`src/hdl/sgt_pkg.sv`:
```
// Shared constants, codes and controller/datapath interface types of the traversal core.
package sgt_pkg;

  // Graph size and field widths.
  localparam int MaxNodes = 16;
  localparam int NodeW    = 4;
  localparam int CountW   = 5;
  localparam int RowW     = 16;

  // Input command codes.
  localparam logic CmdLoad = 1'b0;
  localparam logic CmdRun  = 1'b1;

  // Configuration register indexes.
  localparam logic RegNodeCount = 1'b0;
  localparam logic RegStartNode = 1'b1;

  // Commands from the controller to the datapath.
  typedef struct packed {
    logic load;
    logic error;
    logic run_init;
    logic scan;
    logic pop;
    logic finish;
  } sgt_cmd_t;

  // Status from the datapath to the controller.
  typedef struct packed {
    logic start_bad;
    logic scan_last;
    logic stack_empty;
    logic count_full;
    logic done_on_pop;
  } sgt_status_t;

endpackage

```
`src/hdl/stack_graph_traversal_core.sv`:
```
// Top level of the depth-first graph traversal core.
//
// A load beat (command 0) writes one adjacency row and gives no result. A run
// beat (command 1) clears the visited map, visits the start node and then scans
// the current node's row one neighbor per cycle over the n nodes in use, pushing
// unvisited neighbors, followed by a step that pops the next node. The node popped
// last is not scanned when that pop reaches every node in use. Each visited node
// shows on the result ports for exactly one cycle, marked by result_valid_o, and
// the receiver cannot hold it off. The final result of a run has last_visit_o set
// and all_reached_o telling whether every node in use was visited. A start node
// not below node_count gives one error result the cycle after the beat, with busy
// staying low. Configuration writes are taken while busy is low.
module stack_graph_traversal_core import sgt_pkg::*; (
  input  logic              clk_i,
  input  logic              rst_ni,
  input  logic              start,
  output logic              busy,
  input  logic              command_i,
  input  logic [NodeW-1:0]  row_index_i,
  input  logic [RowW-1:0]   row_bits_i,
  input  logic              cfg_valid_i,
  output logic              cfg_ready_o,
  input  logic              cfg_index_i,
  input  logic [CountW-1:0] cfg_data_i,
  output logic              result_valid_o,
  output logic [NodeW-1:0]  visited_node_o,
  output logic              last_visit_o,
  output logic              all_reached_o,
  output logic              start_invalid_o
);

  sgt_cmd_t    cmd;
  sgt_status_t status;
  logic        busy_w;

  assign busy        = busy_w;
  assign cfg_ready_o = ~busy_w;

  // Sequencing.
  sgt_ctrl u_ctrl (
    .clk_i     (clk_i),
    .rst_ni    (rst_ni),
    .start_i   (start),
    .command_i (command_i),
    .status_i  (status),
    .cmd_o     (cmd),
    .busy_o    (busy_w)
  );

  // Storage and result registers.
  sgt_datapath u_datapath (
    .clk_i           (clk_i),
    .rst_ni          (rst_ni),
    .cmd_i           (cmd),
    .status_o        (status),
    .cfg_we_i        (cfg_valid_i & ~busy_w),
    .cfg_index_i     (cfg_index_i),
    .cfg_data_i      (cfg_data_i),
    .row_index_i     (row_index_i),
    .row_bits_i      (row_bits_i),
    .result_valid_o  (result_valid_o),
    .visited_node_o  (visited_node_o),
    .last_visit_o    (last_visit_o),
    .all_reached_o   (all_reached_o),
    .start_invalid_o (start_invalid_o)
  );

endmodule

```
`src/hdl/sgt_ctrl.sv`:
```
// Controller state machine that sequences loads, neighbor scans and stack pops.
module sgt_ctrl import sgt_pkg::*; (
  input  logic        clk_i,
  input  logic        rst_ni,
  input  logic        start_i,
  input  logic        command_i,
  input  sgt_status_t status_i,
  output sgt_cmd_t    cmd_o,
  output logic        busy_o
);

  typedef enum logic [1:0] {
    StIdle,
    StScan,
    StDecide,
    StFinish
  } state_e;

  state_e state_q, state_d;
  logic   busy_q;

  // Next state and datapath commands.
  always_comb begin
    cmd_o   = '0;
    state_d = state_q;
    case (state_q)
      StIdle: begin
        if (start_i) begin
          if (command_i == CmdLoad) begin
            cmd_o.load = 1'b1;
          end else if (status_i.start_bad) begin
            cmd_o.error = 1'b1;
          end else begin
            cmd_o.run_init = 1'b1;
            state_d        = StScan;
          end
        end
      end
      StScan: begin
        cmd_o.scan = 1'b1;
        if (status_i.scan_last) begin
          state_d = StDecide;
        end
      end
      StDecide: begin
        if (status_i.stack_empty || status_i.count_full) begin
          state_d = StFinish;
        end else begin
          cmd_o.pop = 1'b1;
          state_d   = status_i.done_on_pop ? StFinish : StScan;
        end
      end
      StFinish: begin
        cmd_o.finish = 1'b1;
        state_d      = StIdle;
      end
      default: begin
        state_d = StIdle;
      end
    endcase
  end

  // State and the registered busy flag.
  always_ff @(posedge clk_i or negedge rst_ni) begin
    if (!rst_ni) begin
      state_q <= StIdle;
      busy_q  <= 1'b0;
    end else begin
      state_q <= state_d;
      busy_q  <= (state_d != StIdle);
    end
  end

  assign busy_o = busy_q;

endmodule

```
`src/hdl/sgt_datapath.sv`:
```
// Datapath: adjacency rows, visited map, node stack, scan counter and result registers.
module sgt_datapath import sgt_pkg::*; (
  input  logic              clk_i,
  input  logic              rst_ni,
  input  sgt_cmd_t          cmd_i,
  output sgt_status_t       status_o,
  input  logic              cfg_we_i,
  input  logic              cfg_index_i,
  input  logic [CountW-1:0] cfg_data_i,
  input  logic [NodeW-1:0]  row_index_i,
  input  logic [RowW-1:0]   row_bits_i,
  output logic              result_valid_o,
  output logic [NodeW-1:0]  visited_node_o,
  output logic              last_visit_o,
  output logic              all_reached_o,
  output logic              start_invalid_o
);

  logic [CountW-1:0] node_count_q;
  logic [NodeW-1:0]  start_node_q;

  logic [RowW-1:0]   adj_q [MaxNodes];
  logic [NodeW-1:0]  stack_q [MaxNodes];
  logic [RowW-1:0]   visited_q;
  logic [CountW-1:0] depth_q;
  logic [NodeW-1:0]  cur_q;
  logic [CountW-1:0] count_q;
  logic [NodeW-1:0]  scan_q;

  logic              valid_q;
  logic [NodeW-1:0]  node_q;
  logic              last_q;
  logic              all_q;
  logic              bad_q;

  logic [CountW-1:0] node_lim;
  logic [RowW-1:0]   full_mask;
  logic              all_hit;
  logic [RowW-1:0]   cur_row;
  logic              cand;
  logic [NodeW-1:0]  top_idx;

  // Configuration registers.
  always_ff @(posedge clk_i or negedge rst_ni) begin
    if (!rst_ni) begin
      node_count_q <= CountW'(MaxNodes);
      start_node_q <= '0;
    end else if (cfg_we_i) begin
      case (cfg_index_i)
        RegNodeCount: node_count_q <= cfg_data_i;
        RegStartNode: start_node_q <= cfg_data_i[NodeW-1:0];
        default: ;
      endcase
    end
  end

  // Node count saturated to the store size, and the mask of nodes in use.
  assign node_lim = (node_count_q > CountW'(MaxNodes)) ? CountW'(MaxNodes) : node_count_q;

  always_comb begin
    for (int i = 0; i < RowW; i++) begin
      full_mask[i] = (CountW'(i) < node_lim);
    end
  end

  assign all_hit = ((visited_q & full_mask) == full_mask);

  // A neighbor is pushed when it has an edge, is unvisited and the stack has room.
  assign cur_row = adj_q[cur_q];
  assign cand    = cur_row[scan_q] & ~visited_q[scan_q] & ~depth_q[CountW-1];
  assign top_idx = depth_q[NodeW-1:0] - 1'b1;

  // Status toward the controller.
  assign status_o.start_bad   = ({1'b0, start_node_q} >= node_lim);
  assign status_o.scan_last   = ({1'b0, scan_q} == (node_lim - 1'b1));
  assign status_o.stack_empty = (depth_q == '0);
  assign status_o.count_full  = (count_q == CountW'(MaxNodes));
  assign status_o.done_on_pop = all_hit && (depth_q == CountW'(1));

  // Adjacency rows and stack entries carry no reset.
  always_ff @(posedge clk_i) begin
    if (cmd_i.load) begin
      adj_q[row_index_i] <= row_bits_i;
    end
    if (cmd_i.scan && cand) begin
      stack_q[depth_q[NodeW-1:0]] <= scan_q;
    end
  end

  // Traversal state.
  always_ff @(posedge clk_i or negedge rst_ni) begin
    if (!rst_ni) begin
      visited_q <= '0;
      depth_q   <= '0;
      cur_q     <= '0;
      count_q   <= '0;
      scan_q    <= '0;
    end else if (cmd_i.run_init) begin
      visited_q <= RowW'(1) << start_node_q;
      depth_q   <= '0;
      cur_q     <= start_node_q;
      count_q   <= CountW'(1);
      scan_q    <= '0;
    end else if (cmd_i.scan) begin
      scan_q <= scan_q + 1'b1;
      if (cand) begin
        visited_q[scan_q] <= 1'b1;
        depth_q           <= depth_q + 1'b1;
      end
    end else if (cmd_i.pop) begin
      cur_q   <= stack_q[top_idx];
      depth_q <= depth_q - 1'b1;
      count_q <= count_q + 1'b1;
      scan_q  <= '0;
    end
  end

  // Result strobe. The current node is held back until it is known whether it is last.
  always_ff @(posedge clk_i or negedge rst_ni) begin
    if (!rst_ni) begin
      valid_q <= 1'b0;
    end else begin
      valid_q <= cmd_i.error | cmd_i.pop | cmd_i.finish;
    end
  end

  // Result payload.
  always_ff @(posedge clk_i) begin
    if (cmd_i.error) begin
      node_q <= '0;
      last_q <= 1'b1;
      all_q  <= 1'b0;
      bad_q  <= 1'b1;
    end else if (cmd_i.pop) begin
      node_q <= cur_q;
      last_q <= 1'b0;
      all_q  <= 1'b0;
      bad_q  <= 1'b0;
    end else if (cmd_i.finish) begin
      node_q <= cur_q;
      last_q <= 1'b1;
      all_q  <= all_hit;
      bad_q  <= 1'b0;
    end
  end

  assign result_valid_o  = valid_q;
  assign visited_node_o  = node_q;
  assign last_visit_o    = last_q;
  assign all_reached_o   = all_q;
  assign start_invalid_o = bad_q;

endmodule

```
`config.mk`:
```
export PLATFORM = sky130hd
export DESIGN_NAME = stack_graph_traversal_core
export DESIGN_NICKNAME = d
export VERILOG_FILES = /design/src/hdl/sgt_pkg.sv /design/src/hdl/stack_graph_traversal_core.sv /design/src/hdl/sgt_ctrl.sv /design/src/hdl/sgt_datapath.sv
export SDC_FILE = /design/constraint.sdc
export NUM_CORES = 1
export LEC_CHECK = 0
export BUFFER_PORTS_ARGS = -buffer_cell sky130_fd_sc_hd__buf_2
export CORE_MARGIN = 2
export CORE_UTILIZATION = 41
export DETAILED_ROUTE_END_ITERATION = 6
export PLACE_DENSITY = 0.67
export SYNTH_ARGS = -nofsm -noshare
export SYNTH_HDL_FRONTEND = slang
export SYNTH_SLANG_ARGS = --single-unit
```
`constraint.sdc`:
```
create_clock -name clk_i -period 3.5 [get_ports clk_i]
set_clock_uncertainty 0.1 [all_clocks]
set_input_delay 0 -clock clk_i [delete_from_list [all_inputs] [get_ports clk_i]]
set_output_delay 0 -clock clk_i [all_outputs]
set_load 0.05 [all_outputs]
```
Word-level counts from Yosys, hierarchy flattened. Memories as Yosys holds them, arrays and structs flattened. Cells that the tools add are included. W data, S select, Z words.

Memories kept: 2. Word-level logic and storage cells: 131. Register bits: 54. Output and inout port bits: 10. Memory bits (writable): 320.

Bitwise operators: 11. Reduce and logical (&&, ||, !) cells: 18. Add/subtract/negate cells: 6. Mux-type cells: 50. Eq/ne operators: 9. $lt $le $gt $ge: 20. Shift-type cells: 1.

Memory list: u_datapath.adj_q (depth 16, width 16, rd ports 1, clocked after memory_dff 0, write ports 1, RTL line sgt_datapath.sv:22) `logic [RowW-1:0] adj_q [MaxNodes];`; u_datapath.stack_q (depth 16, width 4, rd ports 1, clocked after memory_dff 0, write ports 1, RTL line sgt_datapath.sv:23) `logic [NodeW-1:0] stack_q [MaxNodes];`.

Operator list (number): $mux W16 (3); $lt A4 B5 Y1 const A (8); $mux W5 (8); $mux W4 (8); $lt A3 B5 Y1 const A (4); $mux W1 (18); $and A16 B16 Y16 (1); $eq A16 B16 Y1 (1); $or A16 B16 Y16 (1); $shl A1 B4 Y16 const A (1); $mux W2 (7); $add A5 B1 Y5 const B (2); $lt A1 B5 Y1 const A (2); $lt A2 B5 Y1 const A (2); $reduce_and A2 Y1 (5); $reduce_bool A2 Y1 (5); $sub A5 B1 Y5 const B (2); $bmux W1 S4 (2); $pmux W2 S4 (1); $mux W3 (2); $eq A4 B5 Y1 (1); $eq A5 B1 Y1 const B (1); $eq A5 B5 Y1 const B (1); $ge A4 B5 Y1 (1); 19 further kinds (28).

Depth between registers and ports, before layout.
Word-level depth: 10. Mapped depth: 14. Mapped depth without buffers: 11.

Modules after synthesis. Synthesis repeated with hierarchy kept, for this count alone.

Cells, all modules: 953. Area, all modules: 15977.8 µm².

By module, submodules not included: sgt_datapath (cells each 933, area each 15790.1 µm², times used 1); sgt_ctrl (cells each 18, area each 177.7 µm², times used 1); stack_graph_traversal_core (cells each 2, area each 10.0 µm², times used 1).

Worst setup path before layout. Ideal clock, no wire load.

Path type: reg-to-reg. Start point: register u_datapath.depth_q[0]. End point: register u_datapath.cur_q[2]. Arrival time: 3.443 ns. Setup time: 0.138 ns. Data required time: 3.262 ns. Clock period less this slack: 3.681 ns. Setup slack: -0.181 ns. Stages on the path, launching flop included: 11. Cells stage by stage: dfrtp_1 clkbuf_1 clkbuf_1 inv_1 ha_1 clkbuf_1 clkbuf_1 mux4_2 mux4_2 o22ai_1 a31oi_1.

Cells in the longest elaborated chain, start to end: 6.

RTL lines: from (decl) (RTL line sgt_datapath.sv:25) `logic [CountW-1:0] depth_q;`; from (signal assigned) (RTL line sgt_datapath.sv:108) `depth_q <= depth_q + 1'b1;`; from (signal assigned) (RTL line sgt_datapath.sv:112) `depth_q <= depth_q - 1'b1;`; branches (longest 6 deep; another with $sub A4 B1 Y4); to (signal assigned) (RTL line sgt_datapath.sv:101) `cur_q <= start_node_q;`; to (signal assigned) (RTL line sgt_datapath.sv:111) `cur_q <= stack_q[top_idx];`; to (decl) (RTL line sgt_datapath.sv:26) `logic [NodeW-1:0] cur_q;`.

Parallel ways; which one is timed is not known. The select of a mux whose other input is x is not followed. A chain may end at the register's enable or synchronous reset.

Final worst setup path.
Start point: register u_datapath.scan_q[0]. End point: register u_datapath.depth_q[3].

Cells in the longest elaborated chain, start to end: 7.

RTL lines: from (decl) (RTL line sgt_datapath.sv:28) `logic [NodeW-1:0] scan_q;`; from (signal assigned) (RTL line sgt_datapath.sv:105) `scan_q <= scan_q + 1'b1;`; $bmux W1 S4 (RTL line sgt_datapath.sv:70) `assign cand = cur_row[scan_q] & ~visited_q[scan_q] & ~depth_q[CountW-1];`; $mux W1 (not written as such) (RTL line sgt_datapath.sv:70); $not A1 Y1 (RTL line sgt_datapath.sv:70); $and A1 B1 Y1 * (2 in a row) (RTL line sgt_datapath.sv:70); $ne A3 B3 Y1 (no line) *; $reduce_and A2 Y1 (no line) *.

Mark *: on every way between the ends. The rest lies on a longest branch, timed or not. The select of a mux whose other input is x is not followed.

==> metrics.md <==
| Metric | Value |
|---|---|
| Max Fclk | `291 MHz` |
| Root buffer cell | `clkbuf_16` |
| CTS Buf Count | `39` |
| Period utilization | `0.981` |
| Post-Synth Adder-Cell Area | `0.0142` |
| Combinational power share | `0.378` |
| Power share of the clock group | `0.256` |
| Slew @ Worst Pin | `between 0.8 and 0.9 ns` |
| ANT nets after route | `0` |
| Number of synthesized flops with an enable pin | `320` |
| IO buf count | `40` |
| Max-slew violations | `0` |
| Hold Crit Class | `in -> async` |
| DRT iter0 DRCs | `approximately 1.0k` |
| Most frequent cells in the layout | `edfxtp_1 (320), buf_4 (103), mux4_2 (86)` |
| Post-Synthesis Net Count | `around 950` |
| GRT Total Usage | `0.189` |
| Critical path class | `reg -> reg` |
| CTS H-tree lvls | `2` |
| Synth Area in Compound Gates | `0.0477` |
| Pre-antenna DRT Iters | `5` |
| Mux cell area share after synthesis | `0.153` |
| Main combinational cell family by area after synthesis | `multiplexers` |
| Layout cells sized above 1 | `0.325` |
| Avg Inst Size Synth | `between 15 and 20 um2` |
| Fillers | `just over 3k` |
| Worst-path clk slew | `~0.06 ns` |
| Sw Pwr | `approximately 5.3 mW` |
| Die width | `approximately 200 um` |
| Sequential share of the synthesized area | `0.697` |
| Overall Power | `about 16 mW` |
| PD cells | `around 830 nW/um2` |
| Initial antenna violation count | `2` |
| P_leak | `roughly 6.6 nW` |
| Register area | `10,900 um2` |
| P_int | `between 10 and 15 mW` |
| XOR/XNOR Fraction of Synth Area | `0.00838` |
| Vias after detailed routing | `8,977` |
| Worst Path Max Fanout | `6` |
| Total grt overflow | `0` |
| CP endpoint kind | `register` |
| Footprint of the multi-input gates | `~4600 um2` |
| Drc violations | `0` |
| CTS sink count | `374` |
| Setup Viol. Count Final | `0` |
| Clock insertion delay at the later pin of the skew report | `0.56 ns` |
| Die Y | `200 um` |
| Post-layout min period | `3.43 ns` |
| Fin Setup TNS | `0 ns` |
| Arr. time, crit path | `~3.8 ns` |
| Slew HR | `0.417` |
| Asr flop ratio synth | `0.126` |
| Pin count of the biggest net entering global routing | `36` |
| Crit path launch type | `register` |
| Max IR drop VDD | `approximately 450 uV` |
| Final Util | `0.507` |
| Max Cap Violations | `0` |
| Final Hold Viols | `0` |
| GPL Wtd Cong | `0.838` |
| Status | `complete, no violations` |
| Core area | `around 38,000 um2` |
| Mapped cell area | `~16,000 um2` |
| #FFs+latches synth | `between 300 and 400` |
| WL/cell | `~23 um` |
| Ys Warns | `0` |
| Mapped Cells | `roughly 900` |
| Syn-to-layout area delta | `21.7%` |
| Nets@finish | `1,132` |
| Critical Path RT | `a little under 4 ns` |
| Via count of the first global-routing pass | `9,099` |
| Vias per cell | `5.53` |
| Total Die Area | `about 40,000 um2` |
| Synth unique cells | `66` |
| Switching share of power | `0.333` |
| Row cnt | `a little over 70` |
| Final Routed Wirelength | `around 37,000 um` |
| CTS tree | `done` |
| CTS max path bufs | `3` |
| Detailed placement HPWL | `between 20,000 and 25,000 um` |
| Worst hold slack | `around 0.018 ns` |
| Simple-gate share of the synthesized area | `0.0589` |
| IO Pins | `41` |
| Synth Flop Type | `edfxtp_1` |
| Commonest non-fill, non-tap cell in the layout | `edfxtp_1` |
| Register share of total power | `0.366` |
| First-pass GRT wire length | `~55,000 um` |
| Initial Utilization | `0.416` |
==> worst max-delay path, stage by stage, from the launching register on <==
cell and delay (ns):
dfrtp_2 0.45, mux4_2 0.51, mux4_2 0.52, a2111o_1 0.46, buf_4 0.16, o41a_1 0.45, buf_4 0.18, or3_1 0.33
a21oi_2 0.18
==> metal layers <==
metal | track usage | vias to the layer above | part of all wire
met4 | 0.0609 | 0 | 0.029
li1 | - | 3971 | -
met3 | 0.0319 | 70 | 0.064
met1 | 0.254 | 4603 | 0.42
met2 | 0.316 | 333 | 0.49
met5 | 0 | - | 0
==> area by class of cell <==
class,instances,share of cell area
Clock buffer,48,0.0540
Antenna cell,1,0.000131
Timing Repair Buffer,191,0.0820
Sequential cell,374,0.573
Tap cell,511,0.0335
Inverter,14,0.00289
Multi-Input combinational cell,464,0.243
Clock inverter,21,0.0113
==> power by group through the flow <==
| stage | Sequential, mW | Clock (mW) | Combinational (mW) |
|---|---|---|---|
| finish | 5.80 | 4.05 | 5.99 |
| global route | 5.85 | 4.29 | 6.43 |
| CTS | 5.79 | 4.13 | 5.79 |
| detailed placement | 5.89 | 0 | 5.56 |
| global placement | 5.88 | 0 | 5.50 |
| floorplan | 5.84 | 0 | 3.66 |
==> registers in the layout, indices dropped and copies added, names as in the netlist, 5 cells and up <==
name,flops
u_datapath.adj_q,256
u_datapath.stack_q,64
u_datapath.visited_q,16
u_datapath.count_q,5
u_datapath.depth_q,5
u_datapath.node_count_q,5
==> stage by stage <==
| stage | cell area (um2) | instances | worst slack, ns |
|---|---|---|---|
| 3_5_place_dp | 17200 | 1505 | -0.420 |
| 4_1_cts | 18900 | 1615 | -0.0144 |
| 5_1_grt | 19100 | 1623 | -0.0202 |
| 3_3_place_gp | 17200 | 1505 | -0.208 |
| 2_1_floorplan | 15700 | 903 | -0.0314 |
| 6_report | 19100 | 1624 | 0.0662 |
==> final timing paths <==
path                                       startpoint                         end  slack, ns  cells past startpoint
setup reg to reg                 u_datapath.scan_q[0]       u_datapath.depth_q[3]       0.07                      8
setup / recovery                 u_datapath.scan_q[0]       u_datapath.depth_q[3]       0.07                      8
hold reg to reg            u_datapath.start_invalid_o  u_datapath.start_invalid_o       0.36                      1
min in group clk_i                              start       u_datapath.count_q[4]       0.05                      6
max in group asynchronous                      rst_ni         u_datapath.cur_q[0]       2.54                      3
hold / removal                                 rst_ni   u_datapath.result_valid_o       0.02                      2
==> kinds of logic (layout without fill, tap and decap cells) <==
family | count (synthesis) | in the layout
AOI/OAI and AO/OA | 113 | 113
xor gates and xnor gates | 15 | 15
adders and majority gates | 18 | 18
buffers and inverters | 65 | 274
DFF | 374 | 374
muxes | 126 | 126
other | 0 | 1
and+or+nand+nor | 192 | 192
==> cells in the mapped netlist (15+ instances only) <==
cell type,count,share of area
edfxtp_1,320,0.61
a21oi_1,28,0.0089
clkbuf_1,27,0.0065
nand2_1,40,0.0096
ha_1,17,0.014
nor2_1,64,0.015
mux4_2,82,0.12
nor3_1,15,0.0048
o21ai_0,18,0.0057
a31oi_1,18,0.0072
dfrtp_1,46,0.073
nand3_1,15,0.0048
nand2b_1,17,0.0068
mux2i_1,25,0.016
==> repair_timing <==
action | in CTS | in global routing
hold buffers | 37 | 0
pin swaps | 2 | 9
setup buffers | 4 | 8
setup endpoints to repair | 76 | 78
endpoints found under the hold margin | 371 | 0
gates resized for setup | 24 | 21
Note: power is estimated with default switching activity, not from simulation.
